--- src/sv/ellipse_fan_vertex_generator_top_macros.svh ---
// Assertion macros for the ellipse fan vertex generator.
`ifndef ELLIPSE_FAN_VERTEX_GENERATOR_TOP_MACROS_SVH
`define ELLIPSE_FAN_VERTEX_GENERATOR_TOP_MACROS_SVH
// Implication checked on every rising clock edge outside reset.
`define EFV_ASSERT_IMP(label, clk, rst, ante, cons) \
  label: assert property (@(posedge clk) disable iff (rst) (ante) |-> (cons)) \
    else $error("assertion failed");
// Next-cycle implication checked outside reset.
`define EFV_ASSERT_NEXT(label, clk, rst, ante, cons) \
  label: assert property (@(posedge clk) disable iff (rst) (ante) |=> (cons)) \
    else $error("assertion failed");
`endif

--- src/sv/efv_pkg.sv ---
// Package: shared constants, types and tables for the ellipse fan vertex generator.
`default_nettype none
package efv_pkg;
  localparam int MAX_POINTS_DEF = 64;
  localparam int COORD_BITS_DEF = 16;
  localparam int CORDIC_STEPS   = 14;
  localparam int CW             = 33;  // Q1.30 plus guard
  localparam logic signed [CW-1:0] CORDIC_GAIN = 33'sd652032874;

  localparam logic [2:0] REG_CENTER_X = 3'd0;
  localparam logic [2:0] REG_CENTER_Y = 3'd1;
  localparam logic [2:0] REG_RADIUS_X = 3'd2;
  localparam logic [2:0] REG_RADIUS_Y = 3'd3;
  localparam logic [2:0] REG_POINTS   = 3'd4;
  localparam logic [2:0] REG_SECTOR   = 3'd5;
  localparam logic [2:0] REG_ROTATE   = 3'd6;

  // arctangent per step in turn units
  function automatic logic signed [17:0] atan_turn(input int k);
    case (k)
      0: atan_turn = 18'sd8192;
      1: atan_turn = 18'sd4836;
      2: atan_turn = 18'sd2555;
      3: atan_turn = 18'sd1297;
      4: atan_turn = 18'sd651;
      5: atan_turn = 18'sd326;
      6: atan_turn = 18'sd163;
      7: atan_turn = 18'sd81;
      8: atan_turn = 18'sd41;
      9: atan_turn = 18'sd20;
      10: atan_turn = 18'sd10;
      11: atan_turn = 18'sd5;
      12: atan_turn = 18'sd3;
      13: atan_turn = 18'sd1;
      default: atan_turn = 18'sd0;
    endcase
  endfunction

  // per-vertex control that travels down the pipe
  typedef struct packed {
    logic valid;
    logic center;
    logic oor;
  } efv_ctl_t;
endpackage
`default_nettype wire

--- src/sv/efv_angle.sv ---
// Point angle: (i-1)*sector/n rounded, by reciprocal multiply and correction.
`default_nettype none
module efv_angle import efv_pkg::*; #(
  parameter int MAX_POINTS = MAX_POINTS_DEF
) (
  input  wire logic        clk,
  input  wire logic [6:0]  step,
  input  wire logic [16:0] sector,
  input  wire logic [$clog2(MAX_POINTS+1)-1:0] n,
  output logic [15:0]      angle
);
  localparam int NW = $clog2(MAX_POINTS+1);
  localparam int PW = 7 + 17 + NW;     // numerator width
  localparam int RS = PW;              // reciprocal shift
  localparam int RW = RS + 1;

  logic [PW-1:0] num1;
  logic [NW-1:0] n1, n2, n3;
  logic [RW-1:0] recip1;
  logic [PW-1:0] num2, num3;
  logic [PW+RW-1:0] prod2;
  logic [PW-1:0] q3;
  logic [PW+NW-1:0] qn;
  logic [PW-1:0] rem;
  logic [RW-1:0] recip_tab [MAX_POINTS+1];

  // constant table of ceil(2^RS / n); counts below two never occur
  for (genvar j = 0; j <= MAX_POINTS; j++) begin : g_recip
    if (j < 2) begin : g_unused
      assign recip_tab[j] = '0;
    end else begin : g_val
      assign recip_tab[j] = RW'(((64'd1 << RS) + 64'(j) - 64'd1) / 64'(j));
    end
  end

  // stage 1: numerator, reciprocal looked up
  always_ff @(posedge clk) begin
    num1   <= PW'(step) * PW'(sector) + PW'(n >> 1);
    n1     <= n;
    recip1 <= recip_tab[n];
  end
  // stage 2: estimate
  always_ff @(posedge clk) begin
    prod2 <= (PW+RW)'(num1) * (PW+RW)'(recip1);
    num2  <= num1;
    n2    <= n1;
  end
  // stage 3: quotient estimate, then fix by one
  always_ff @(posedge clk) begin
    q3   <= PW'(prod2 >> RS);
    num3 <= num2;
    n3   <= n2;
  end
  assign qn  = (PW+NW)'(q3) * (PW+NW)'(n3);
  assign rem = num3 - PW'(qn);
  always_ff @(posedge clk) begin
    if (qn > (PW+NW)'(num3)) angle <= 16'(q3 - PW'(1));
    else if (rem >= PW'(n3)) angle <= 16'(q3 + PW'(1));
    else angle <= 16'(q3);
  end
endmodule
`default_nettype wire
--- config.mk ---
export PLATFORM = sky130hd
export DESIGN_NAME = efv_angle
export DESIGN_NICKNAME = d
export VERILOG_FILES = /design/src/sv/ellipse_fan_vertex_generator_top_macros.svh /design/src/sv/efv_pkg.sv /design/src/sv/efv_angle.sv
export SDC_FILE = /design/constraint.sdc
export NUM_CORES = 2
export LEC_CHECK = 0
export BUFFER_PORTS_ARGS = -buffer_cell sky130_fd_sc_hd__buf_2
export CAP_MARGIN = 20
export CORE_MARGIN = 3
export CORE_UTILIZATION = 25
export CTS_CLUSTER_SIZE = 25
export DETAILED_ROUTE_END_ITERATION = 12
export SLEW_MARGIN = 20
export SYNTH_ARGS = -nofsm -noshare
export SYNTH_HDL_FRONTEND = slang
export SYNTH_SLANG_ARGS = --single-unit
--- constraint.sdc ---
create_clock -name clk -period 7.8 [get_ports clk]
set_clock_uncertainty 0.1 [all_clocks]
set_input_delay 0.39 -clock clk [delete_from_list [all_inputs] [get_ports clk]]
set_output_delay 0.39 -clock clk [all_outputs]
set_load 0.02 [all_outputs]
==> flow_metrics.py <==
metrics = {
    "hold_path": {
        "hold_class": "in -> reg",
    },
    "critical_path": {
        "critPathBufInv": 7,
        "setup.worst_path.start_class": "flip-flop",
        "crit_required_ns": 8.06,
        "crit_family": "simple AND/OR/NAND/NOR gates",
        "path_max_fanout": 15,
        "crit_top_cell": "fa_1",
        "cpPeakStageDelay_ns": 0.53,
        "crit_type": "reg -> reg",
        "critPathSlowestCell": "fa_1",
        "cp-end-kind": "flip-flop",
        "crit_arrival_ns": 8.01,
    },
    "sta": {
        "timing.fmax_mhz": 129,
        "grt_setup_unrepaired": "true",
        "finalHoldViolCount": 0,
        "tightest_slew_ns": 0.830,
        "holdWs_ns": 0.169,
        "period_minus_slack_ns": 7.74,
        "finalCritPeriodShare": 0.993,
        "setup_tns_ns": 0,
        "fin_ws_ns": 0.0562,
        "setup_violations": 0,
        "slew_violations": 0,
        "max-slew-margin-rel": 0.446,
    },
    "floorplan": {
        "io_pins": 48,
        "start_util": 0.252,
        "row_count": 149,
        "core_area_mm2": 0.165,
        "die_w_um": 415,
        "die-area_mm2": 0.172,
        "die_y_um": 415,
    },
    "clock_tree": {
        "holdBufCountCts": 0,
        "clk_latency_ns": 0.50,
        "ctsHtreeMaxLevel": 4,
        "clock_path_buffers": 2,
        "clockRootBuffer": "clkbuf_16",
        "tritoncts": "built",
        "clk_pin_slew_ns": 0.08,
        "numClockSinks": 195,
        "cts_inserted_buffers": 17,
    },
    "yosys": {
        "synth_nets": 5998,
        "synth_top_cell_by_area": "fa_1",
        "synthTopCellsByArea": "fa_1 (41%), ha_1 (11%), dfxtp_1 (9.4%)",
        "synth_edf_count": 0,
        "ys.flop_type": "dfxtp_1",
        "synth.most_common_cell": "inv_1",
        "yosys.area.top_type_share": 0.414,
        "syn_area_per_cell_um2": 8.83,
        "synth_seq_cells": 195,
        "yosysSeqAreaShare": 0.0935,
        "ys_types": 85,
        "synth_cells": 4727,
        "syn_area_mm2": 0.0417,
        "async_flop_share": 0,
        "synth_commonest_cells": "inv_1 (917), fa_1 (864), nand2_1 (734)",
        "synth_warnings": 0,
    },
    "grt": {
        "grt_pass1_vias": 35500,
        "grt_pass1_wl_mm": 199,
        "antenna_found_initial": 7,
        "grt_max_degree": 83,
        "grt_usage": 0.145,
        "grt-ovfl-total": 0,
    },
    "placement": {
        "hpwl_mm": 101,
        "gp_congestion": 0.909,
        "io_buffers": 47,
        "post-place-ws_ns": -0.593,
    },
    "final_layout": {
        "fin_nets": 6205,
        "final_util": 0.294,
        "syn2layout_area_growth_pct": 16.6,
        "drive_above_1_share": 0.130,
    },
    "route": {
        "viasPerCell": 4.62,
        "drt-total-wl_mm": 125,
        "drtAntennaViolNets": 0,
        "wl_per_cell_um": 17.6,
        "drt-pass1-iter-count": 6,
        "drc_errors": 0,
        "via_count": 32983,
        "drtIter0Drc": 2051,
    },
    "flow_run": {
        "maxCapViolCount": 0,
    },
    "outcome": {
        "status": "complete, no violations",
    },
}
## layer usage
metal / share of wire / global-route usage / routed length (µm) / vias to the layer above
met2: 0.48 / 0.247 / 59800 / 1083
met5: 0.00021 / 0 / 26 / -
met4: 0.034 / 0.0427 / 4230 / 4
met3: 0.059 / 0.0187 / 7350 / 234
met1: 0.43 / 0.192 / 54100 / 16853
li1: - / - / - / 14809
## timing repair
action                                  in CTS  in global routing
endpoints found under the setup margin      30                 28
pin swaps                                   19                 90
resized for setup                           64                214
cloned                                       1                  5
buffers inserted                            10                 22
## cells in the final DEF (no fill, tap or decap), types with 12 or more instances in the layout
| master | instances |
|---|---|
| inv_1 | 911 |
| fa_1 | 859 |
| nand2_1 | 733 |
| and2_1 | 407 |
| ha_1 | 354 |
| buf_4 | 312 |
| nor2_1 | 163 |
| dfxtp_1 | 153 |
| a21oi_1 | 132 |
| o21ai_0 | 104 |
| a21o_1 | 53 |
| buf_2 | 47 |
| xnor2_1 | 45 |
| nand3_1 | 40 |
| xor2_1 | 39 |
| nor3_1 | 24 |
| nor2b_1 | 23 |
| a31oi_1 | 23 |
| buf_6 | 23 |
| ha_4 | 21 |
| clkbuf_16 | 21 |
| dfxtp_4 | 21 |
| dfxtp_2 | 21 |
| buf_12 | 19 |
| o21a_1 | 18 |
| o211ai_1 | 18 |
| o21bai_1 | 17 |
| a211oi_1 | 17 |
| nand4_1 | 15 |
| or3_1 | 15 |
| nand2b_1 | 15 |
| a21oi_2 | 14 |
| nor2_2 | 12 |
| and3_1 | 12 |
## final cells by class
cell class                 count  area, µm²
fill                       17269     117000
multi-input combinational   3385      34400
sequential                   195       4010
inverter                     924       3480
timing repair buffer         411       3420
tap                         2189       2740
clock buffer                  18        429
clock inverter                14        180
antenna                        2       5.00
## per-stage QoR
| step | cell area [µm²] | instances |
|---|---|---|
| after CTS | 47400 | 7111 |
| after detailed placement | 46500 | 7069 |
| after floorplan | 41700 | 4727 |
| final | 48700 | 7138 |
| after global placement | 46500 | 7069 |
| after global routing | 48700 | 7137 |
## state kept, by name, indices dropped and copies added, names as in the netlist
name,count
n1,7
num3,25
n2,7
prod2,26
num2,25
angle,16
num1,25
n3,7
recip1,31
q3,26
## cell families after synthesis
logic type,synth area share
adders and majority gates,0.527
buffers and inverters,0.103
DFF,0.0935
and+or+nand+nor,0.174
AOI/OAI and AO/OA,0.0801
muxes,0.00270
xor gates and xnor gates,0.0192
## path summary, 6_finish.rpt
| check | from | slack, ns | cells after the start | endpoint |
|---|---|---|---|---|
| max reg2reg | n3[5] | 0.06 | 32 | angle[10] |
| min reg2reg | num2[4] | 0.22 | 0 | num3[4] |
| min | n[3] | 0.17 | 1 | n1[3] |
| max | n3[5] | 0.06 | 32 | angle[10] |
Power is not shown: default switching activity piles up to over one toggle a cycle in this logic, so the estimate is an artifact.
