===== config.mk =====
export PLATFORM = sky130hd
export DESIGN_NAME = efv_cordic
export DESIGN_NICKNAME = d
export VERILOG_FILES = /design/src/sv/ellipse_fan_vertex_generator_top_macros.svh /design/src/sv/efv_pkg.sv /design/src/sv/efv_cordic.sv
export SDC_FILE = /design/constraint.sdc
export NUM_CORES = 2
export LEC_CHECK = 0
export ABC_AREA = 1
export BUFFER_PORTS_ARGS = -buffer_cell sky130_fd_sc_hd__buf_2
export CORE_AREA = 2 2 361 363
export CTS_CLUSTER_DIAMETER = 100
export DETAILED_ROUTE_END_ITERATION = 8
export DIE_AREA = 0 0 363 365
export PLACE_DENSITY = 0.86
export SLEW_MARGIN = 20
export SYNTH_ARGS = -nofsm -noshare
export SYNTH_HDL_FRONTEND = slang
export SYNTH_SLANG_ARGS = --single-unit

===== constraint.sdc =====
create_clock -name clk -period 6 [get_ports clk]
set_input_delay 0.6 -clock clk [delete_from_list [all_inputs] [get_ports clk]]
set_output_delay 0.6 -clock clk [all_outputs]
set_load 0.02 [all_outputs]

===== src/sv/ellipse_fan_vertex_generator_top_macros.svh =====
// Assertion macros for the ellipse fan vertex generator.
`ifndef ELLIPSE_FAN_VERTEX_GENERATOR_TOP_MACROS_SVH
`define ELLIPSE_FAN_VERTEX_GENERATOR_TOP_MACROS_SVH
// Implication checked on every rising clock edge outside reset.
`define EFV_ASSERT_IMP(label, clk, rst, ante, cons) \
  label: assert property (@(posedge clk) disable iff (rst) (ante) |-> (cons)) \
    else $error("assertion failed");
// Next-cycle implication checked outside reset.
`define EFV_ASSERT_NEXT(label, clk, rst, ante, cons) \
  label: assert property (@(posedge clk) disable iff (rst) (ante) |=> (cons)) \
    else $error("assertion failed");
`endif


===== src/sv/efv_pkg.sv =====
// Package: shared constants, types and tables for the ellipse fan vertex generator.
`default_nettype none
package efv_pkg;
  localparam int MAX_POINTS_DEF = 64;
  localparam int COORD_BITS_DEF = 16;
  localparam int CORDIC_STEPS   = 14;
  localparam int CW             = 33;  // Q1.30 plus guard
  localparam logic signed [CW-1:0] CORDIC_GAIN = 33'sd652032874;

  localparam logic [2:0] REG_CENTER_X = 3'd0;
  localparam logic [2:0] REG_CENTER_Y = 3'd1;
  localparam logic [2:0] REG_RADIUS_X = 3'd2;
  localparam logic [2:0] REG_RADIUS_Y = 3'd3;
  localparam logic [2:0] REG_POINTS   = 3'd4;
  localparam logic [2:0] REG_SECTOR   = 3'd5;
  localparam logic [2:0] REG_ROTATE   = 3'd6;

  // arctangent per step in turn units
  function automatic logic signed [17:0] atan_turn(input int k);
    case (k)
      0: atan_turn = 18'sd8192;
      1: atan_turn = 18'sd4836;
      2: atan_turn = 18'sd2555;
      3: atan_turn = 18'sd1297;
      4: atan_turn = 18'sd651;
      5: atan_turn = 18'sd326;
      6: atan_turn = 18'sd163;
      7: atan_turn = 18'sd81;
      8: atan_turn = 18'sd41;
      9: atan_turn = 18'sd20;
      10: atan_turn = 18'sd10;
      11: atan_turn = 18'sd5;
      12: atan_turn = 18'sd3;
      13: atan_turn = 18'sd1;
      default: atan_turn = 18'sd0;
    endcase
  endfunction

  // per-vertex control that travels down the pipe
  typedef struct packed {
    logic valid;
    logic center;
    logic oor;
  } efv_ctl_t;
endpackage
`default_nettype wire


===== src/sv/efv_cordic.sv =====
// Pipelined CORDIC: one rotation step per stage, sine and cosine of a turn angle.
`default_nettype none
module efv_cordic import efv_pkg::*; (
  input  wire logic                 clk,
  input  wire logic [15:0]          angle,
  output logic signed [CW-1:0]      cos_q,
  output logic signed [CW-1:0]      sin_q
);
  logic signed [CW-1:0] xs [CORDIC_STEPS+1];
  logic signed [CW-1:0] ys [CORDIC_STEPS+1];
  logic signed [17:0]   zs [CORDIC_STEPS+1];
  logic                 fl [CORDIC_STEPS+1];

  // fold angle into [-quarter, quarter)
  always_ff @(posedge clk) begin
    xs[0] <= CORDIC_GAIN;
    ys[0] <= '0;
    if (angle < 16'd16384) begin
      zs[0] <= 18'(angle); fl[0] <= 1'b0;
    end else if (angle >= 16'd49152) begin
      zs[0] <= 18'(angle) - 18'sd65536; fl[0] <= 1'b0;
    end else begin
      zs[0] <= 18'(angle) - 18'sd32768; fl[0] <= 1'b1;
    end
  end

  for (genvar k = 0; k < CORDIC_STEPS; k++) begin : g_step
    always_ff @(posedge clk) begin
      fl[k+1] <= fl[k];
      if (!zs[k][17]) begin
        xs[k+1] <= xs[k] - (ys[k] >>> k);
        ys[k+1] <= ys[k] + (xs[k] >>> k);
        zs[k+1] <= zs[k] - atan_turn(k);
      end else begin
        xs[k+1] <= xs[k] + (ys[k] >>> k);
        ys[k+1] <= ys[k] - (xs[k] >>> k);
        zs[k+1] <= zs[k] + atan_turn(k);
      end
    end
  end

  assign cos_q = fl[CORDIC_STEPS] ? -xs[CORDIC_STEPS] : xs[CORDIC_STEPS];
  assign sin_q = fl[CORDIC_STEPS] ? -ys[CORDIC_STEPS] : ys[CORDIC_STEPS];
endmodule
`default_nettype wire


==> impl_metrics.prom <==
# TYPE chip_impl_metric gauge
chip_impl_metric{name="antenna_violating_nets_post_route",unit=""} 0
chip_impl_metric{name="synth_fa_ha_area_share",unit="%"} 14.9
chip_impl_metric{name="final-max-slew-violation-count",unit=""} 0
chip_impl_metric{name="worst-slew-pin-transition",unit="ns"} 1.05
chip_impl_metric{name="tns",unit="ns"} 0
chip_impl_info{name="cts_tree",value="built"} 1
chip_impl_metric{name="wl_per_cell",unit="um"} 19.6
chip_impl_metric{name="slew_headroom",unit="%"} 29.3
chip_impl_metric{name="maxCapViolations",unit=""} 0
chip_impl_metric{name="placeableCoreArea",unit="sq um"} 129000
chip_impl_metric{name="synthToLayoutAreaGrowth",unit="%"} 7.18
chip_impl_info{name="synth_top_family_by_area",value="simple AND/OR/NAND/NOR gates"} 1
chip_impl_metric{name="synthesis.yosys.warnings",unit=""} 0
chip_impl_info{name="status",value="finished, violations left"} 1
chip_impl_info{name="synth.area.top_cells",value="dfxtp_1 (24%), ha_1 (14%), nand2_1 (11%), xor2_1 (9.7%), inv_1 (7.2%)"} 1
chip_impl_metric{name="max_clock_freq",unit="GHz"} 0.229
chip_impl_info{name="synth_largest_area_cell",value="dfxtp_1"} 1
chip_impl_info{name="min_path_type",value="in2reg"} 1
chip_impl_metric{name="fill_cells",unit=""} 10100
chip_impl_metric{name="grt_start_max_net_pins",unit=""} 48
chip_impl_metric{name="detailroute.wirelength.met2",unit="um"} 127000
chip_impl_metric{name="route.detailed.drc",unit=""} 5
chip_impl_metric{name="chipHeight",unit="um"} 365
chip_impl_info{name="timing_worst_setup_path_type",value="reg2reg"} 1
chip_impl_info{name="grt_setup_unrepaired",value="no"} 1
chip_impl_metric{name="h-tree-depth",unit=""} 3
chip_impl_metric{name="chipWidth",unit="um"} 363
chip_impl_metric{name="clk_latency",unit="ns"} 0.78
chip_impl_metric{name="cts_post_setup_buffers_inserted",unit=""} 0
chip_impl_metric{name="top_level_ports",unit=""} 83
chip_impl_metric{name="die_footprint",unit="sq um"} 132000
chip_impl_metric{name="final_min_period_over_clock_period",unit="%"} 72.7
chip_impl_metric{name="post_synth_and_or_nand_nor_area_fraction",unit="%"} 22.8
chip_impl_metric{name="synthArstFlopShare",unit="%"} 0
chip_impl_metric{name="cts_sink_cnt",unit=""} 1083
chip_impl_info{name="post_synth_most_frequent_cells",value="nand2_1 (2552), inv_1 (1704), nor2_1 (1190)"} 1
chip_impl_metric{name="start_util",unit="%"} 69.5
chip_impl_metric{name="finalSetupViolations",unit=""} 0
chip_impl_info{name="failing_checks",value="design-rule violations"} 1
chip_impl_metric{name="synth.mux.area_fraction",unit="%"} 0
chip_impl_info{name="crit_family",value="buffers and inverters"} 1
chip_impl_metric{name="drt_pre_antenna_iters",unit=""} 9
chip_impl_metric{name="routedLengthMet1",unit="um"} 115000
chip_impl_metric{name="skew",unit="ns"} 0.0621
chip_impl_info{name="uppermost_layer_routed",value="met5"} 1
chip_impl_metric{name="post_synth_edffs",unit=""} 0
chip_impl_metric{name="final_net_count",unit=""} 14000
chip_impl_metric{name="critical_path.n_buffers_inverters",unit=""} 3
chip_impl_metric{name="yosys.area_share.xor_xnor",unit="%"} 14.5
chip_impl_metric{name="port_buffers",unit=""} 82
chip_impl_metric{name="critPathMaxStageDelay",unit="ns"} 0.79
chip_impl_metric{name="hold_violations",unit=""} 0
chip_impl_metric{name="synth.avg_cell_area",unit="sq um"} 7.00
chip_impl_metric{name="critical_path_arrival",unit="ns"} 5.02
chip_impl_metric{name="compound_gate_fraction_of_synth_area",unit="%"} 15.9
chip_impl_metric{name="grt_pass1_vias",unit=""} 86100
chip_impl_metric{name="drt-vias-per-instance",unit=""} 6.13
chip_impl_metric{name="detailroute.wirelength.met3",unit="um"} 29700
chip_impl_metric{name="dr.first_iter.drc_count",unit=""} 9921
chip_impl_metric{name="number_of_antenna_violations_at_the_first_check_in_global_routing",unit=""} 4
chip_impl_info{name="synth_ff_type",value="dfxtp_1"} 1
chip_impl_metric{name="synth_nets",unit=""} 13800
chip_impl_info{name="timing.critical_path.from_type",value="register"} 1
chip_impl_metric{name="placement_rows",unit=""} 132
chip_impl_metric{name="synthDistinctLibCells",unit=""} 66
chip_impl_metric{name="number_of_buffers_created_by_cts",unit=""} 113
chip_impl_metric{name="critPathRequiredTime",unit="ns"} 6.66
chip_impl_metric{name="synthDominantCellAreaShare",unit="%"} 24.3
chip_impl_metric{name="routabilityCongestion",unit=""} 1.07
chip_impl_info{name="cp_slowest_cell",value="clkinv_1"} 1
chip_impl_metric{name="grt.overflow.total",unit=""} 0
chip_impl_metric{name="finalNonFillerCells",unit=""} 14700
chip_impl_info{name="critical_path_cell_list",value="buf_4 > clkinv_1 > buf_4 > o21ai_0 > xor2_1 > ha_1 > a21oi_1 > o21ai_0 > a21oi_1 > nand3_1 > nand2_1 > nand2_1 > xor2_1"} 1
chip_impl_metric{name="layout_min_cycle_time",unit="ns"} 4.36
chip_impl_metric{name="routed_wirelength",unit="um"} 288000
chip_impl_metric{name="post-place-cells",unit=""} 14500
chip_impl_metric{name="path_max_fanout",unit=""} 29
chip_impl_metric{name="drive_above_1_share",unit="%"} 3.70
chip_impl_metric{name="yosysSeqAreaShare",unit="%"} 24.3
chip_impl_metric{name="antenna_cells",unit=""} 0
chip_impl_info{name="cts.root.buffer_cell",value="clkbuf_16"} 1
chip_impl_metric{name="routed-via-count",unit=""} 89900
chip_impl_metric{name="grt_pass1_wl",unit="um"} 451000
chip_impl_metric{name="ctsLongestPathBuffers",unit=""} 3
chip_impl_metric{name="dp.final_hpwl",unit="um"} 230000
chip_impl_metric{name="synthCells",unit=""} 12800
chip_impl_metric{name="ys_seq_elements",unit=""} 1083
chip_impl_metric{name="grt_use_total",unit="%"} 42.0
chip_impl_metric{name="clk_pin_slew_worst_paths",unit="ns"} 0.06
chip_impl_metric{name="netlist_area",unit="sq um"} 89400
chip_impl_info{name="yosys.cell_count.top_type",value="nand2_1"} 1
chip_impl_info{name="critPathCaptureType",value="register"} 1
-- path summary, 6_finish.rpt --
kind / start / end / slack (ns) / depth (start not counted)
worst max register to register: zs[0][125] / xs[7][28] / 1.64 / 13
worst max-delay path: zs[0][125] / xs[7][28] / 1.64 / 13
worst min-delay path: angle[15] / zs[0][15] / 0.08 / 2
worst min register to register: fl[3][0] / fl[3][1] / 0.31 / 0
-- flip-flops by register name, indices dropped and copies added (netlist names) --
signal	cells
ys	430
xs	404
zs	234
fl	15
-- layout make-up --
cell class	instances	area (sq um)	share of cell area (%)
clock buffers	153	3190	3.33
clock inverters	56	754	0.787
inverters	1721	6460	6.74
multi-input cells	9870	60900	63.6
flip-flops and latches	1083	21700	22.6
well taps	1675	2100	2.19
repair buffers	120	733	0.765
-- worst register-to-register path, stage by stage (launching register included) --
cell      delay (ns)
dfxtp_1         0.31
buf_4           0.36
clkinv_1        0.80
buf_4           0.52
o21ai_0         0.15
xor2_1          0.33
ha_1            0.32
a21oi_1         0.21
o21ai_0         0.14
a21oi_1         0.40
nand3_1         0.28
nand2_1         0.12
nand2_1         0.07
xor2_1          0.23
-- cell families after synthesis --
| logic type | after synthesis |
|---|---|
| AO/OA/AOI/OAI | 2510 |
| AND/OR/NAND/NOR | 4842 |
| adder cells (fa/ha/maj) | 1044 |
| flip-flops | 1083 |
| buffers and inverters | 1812 |
| XOR/XNOR | 1474 |
-- layer usage --
metal | global-route usage [%] | up-vias
met4 | 21.0 | 6
met1 | 53.1 | 41300
met5 | 0 | -
met3 | 7.67 | 1172
li1 | - | 42400
met2 | 68.6 | 4988
-- what timing repair did --
item,in CTS,in global routing
endpoints found under the setup margin,0,0
hold buffers,15,0
hold endpoints to repair,15,0
gates resized for setup,0,0
-- cell usage in the layout (no fill, tap or decap), types with 19 or more instances in the layout --
cell type / n
a211oi_1: 22
a21boi_0: 40
a21o_1: 179
a21oi_1: 1146
a221oi_1: 28
a31oi_1: 150
buf_2: 82
buf_4: 23
clkbuf_1: 20
clkbuf_16: 114
clkbuf_8: 19
dfxtp_1: 1083
fa_1: 39
ha_1: 1005
inv_1: 1704
nand2_1: 2552
nand2_2: 30
nand3_1: 543
nand3b_1: 26
nand4_1: 111
nor2_1: 1190
nor2_2: 32
nor3_1: 204
nor3_2: 35
nor4_1: 58
o2111ai_1: 20
o211ai_1: 31
o21a_1: 27
o21ai_0: 636
o21ai_1: 51
o21bai_1: 69
o31ai_1: 50
xnor2_1: 480
xor2_1: 992
-- stage by stage --
stage          util [%]  area (sq um)  hold WS [ns]  setup slack, ns
3_5_place_dp       71.3         91700         0.312             1.89
3_3_place_gp       71.3         91700         0.310             1.93
4_1_cts            74.5         95800        0.0642             1.87
6_report           74.5         95800        0.0811             1.64
5_1_grt            74.5         95800         0.103             1.49
2_1_floorplan         -         89400         0.310             2.73
Power is not shown: default switching activity piles up to over one toggle a cycle in this logic, so the estimate is an artifact.
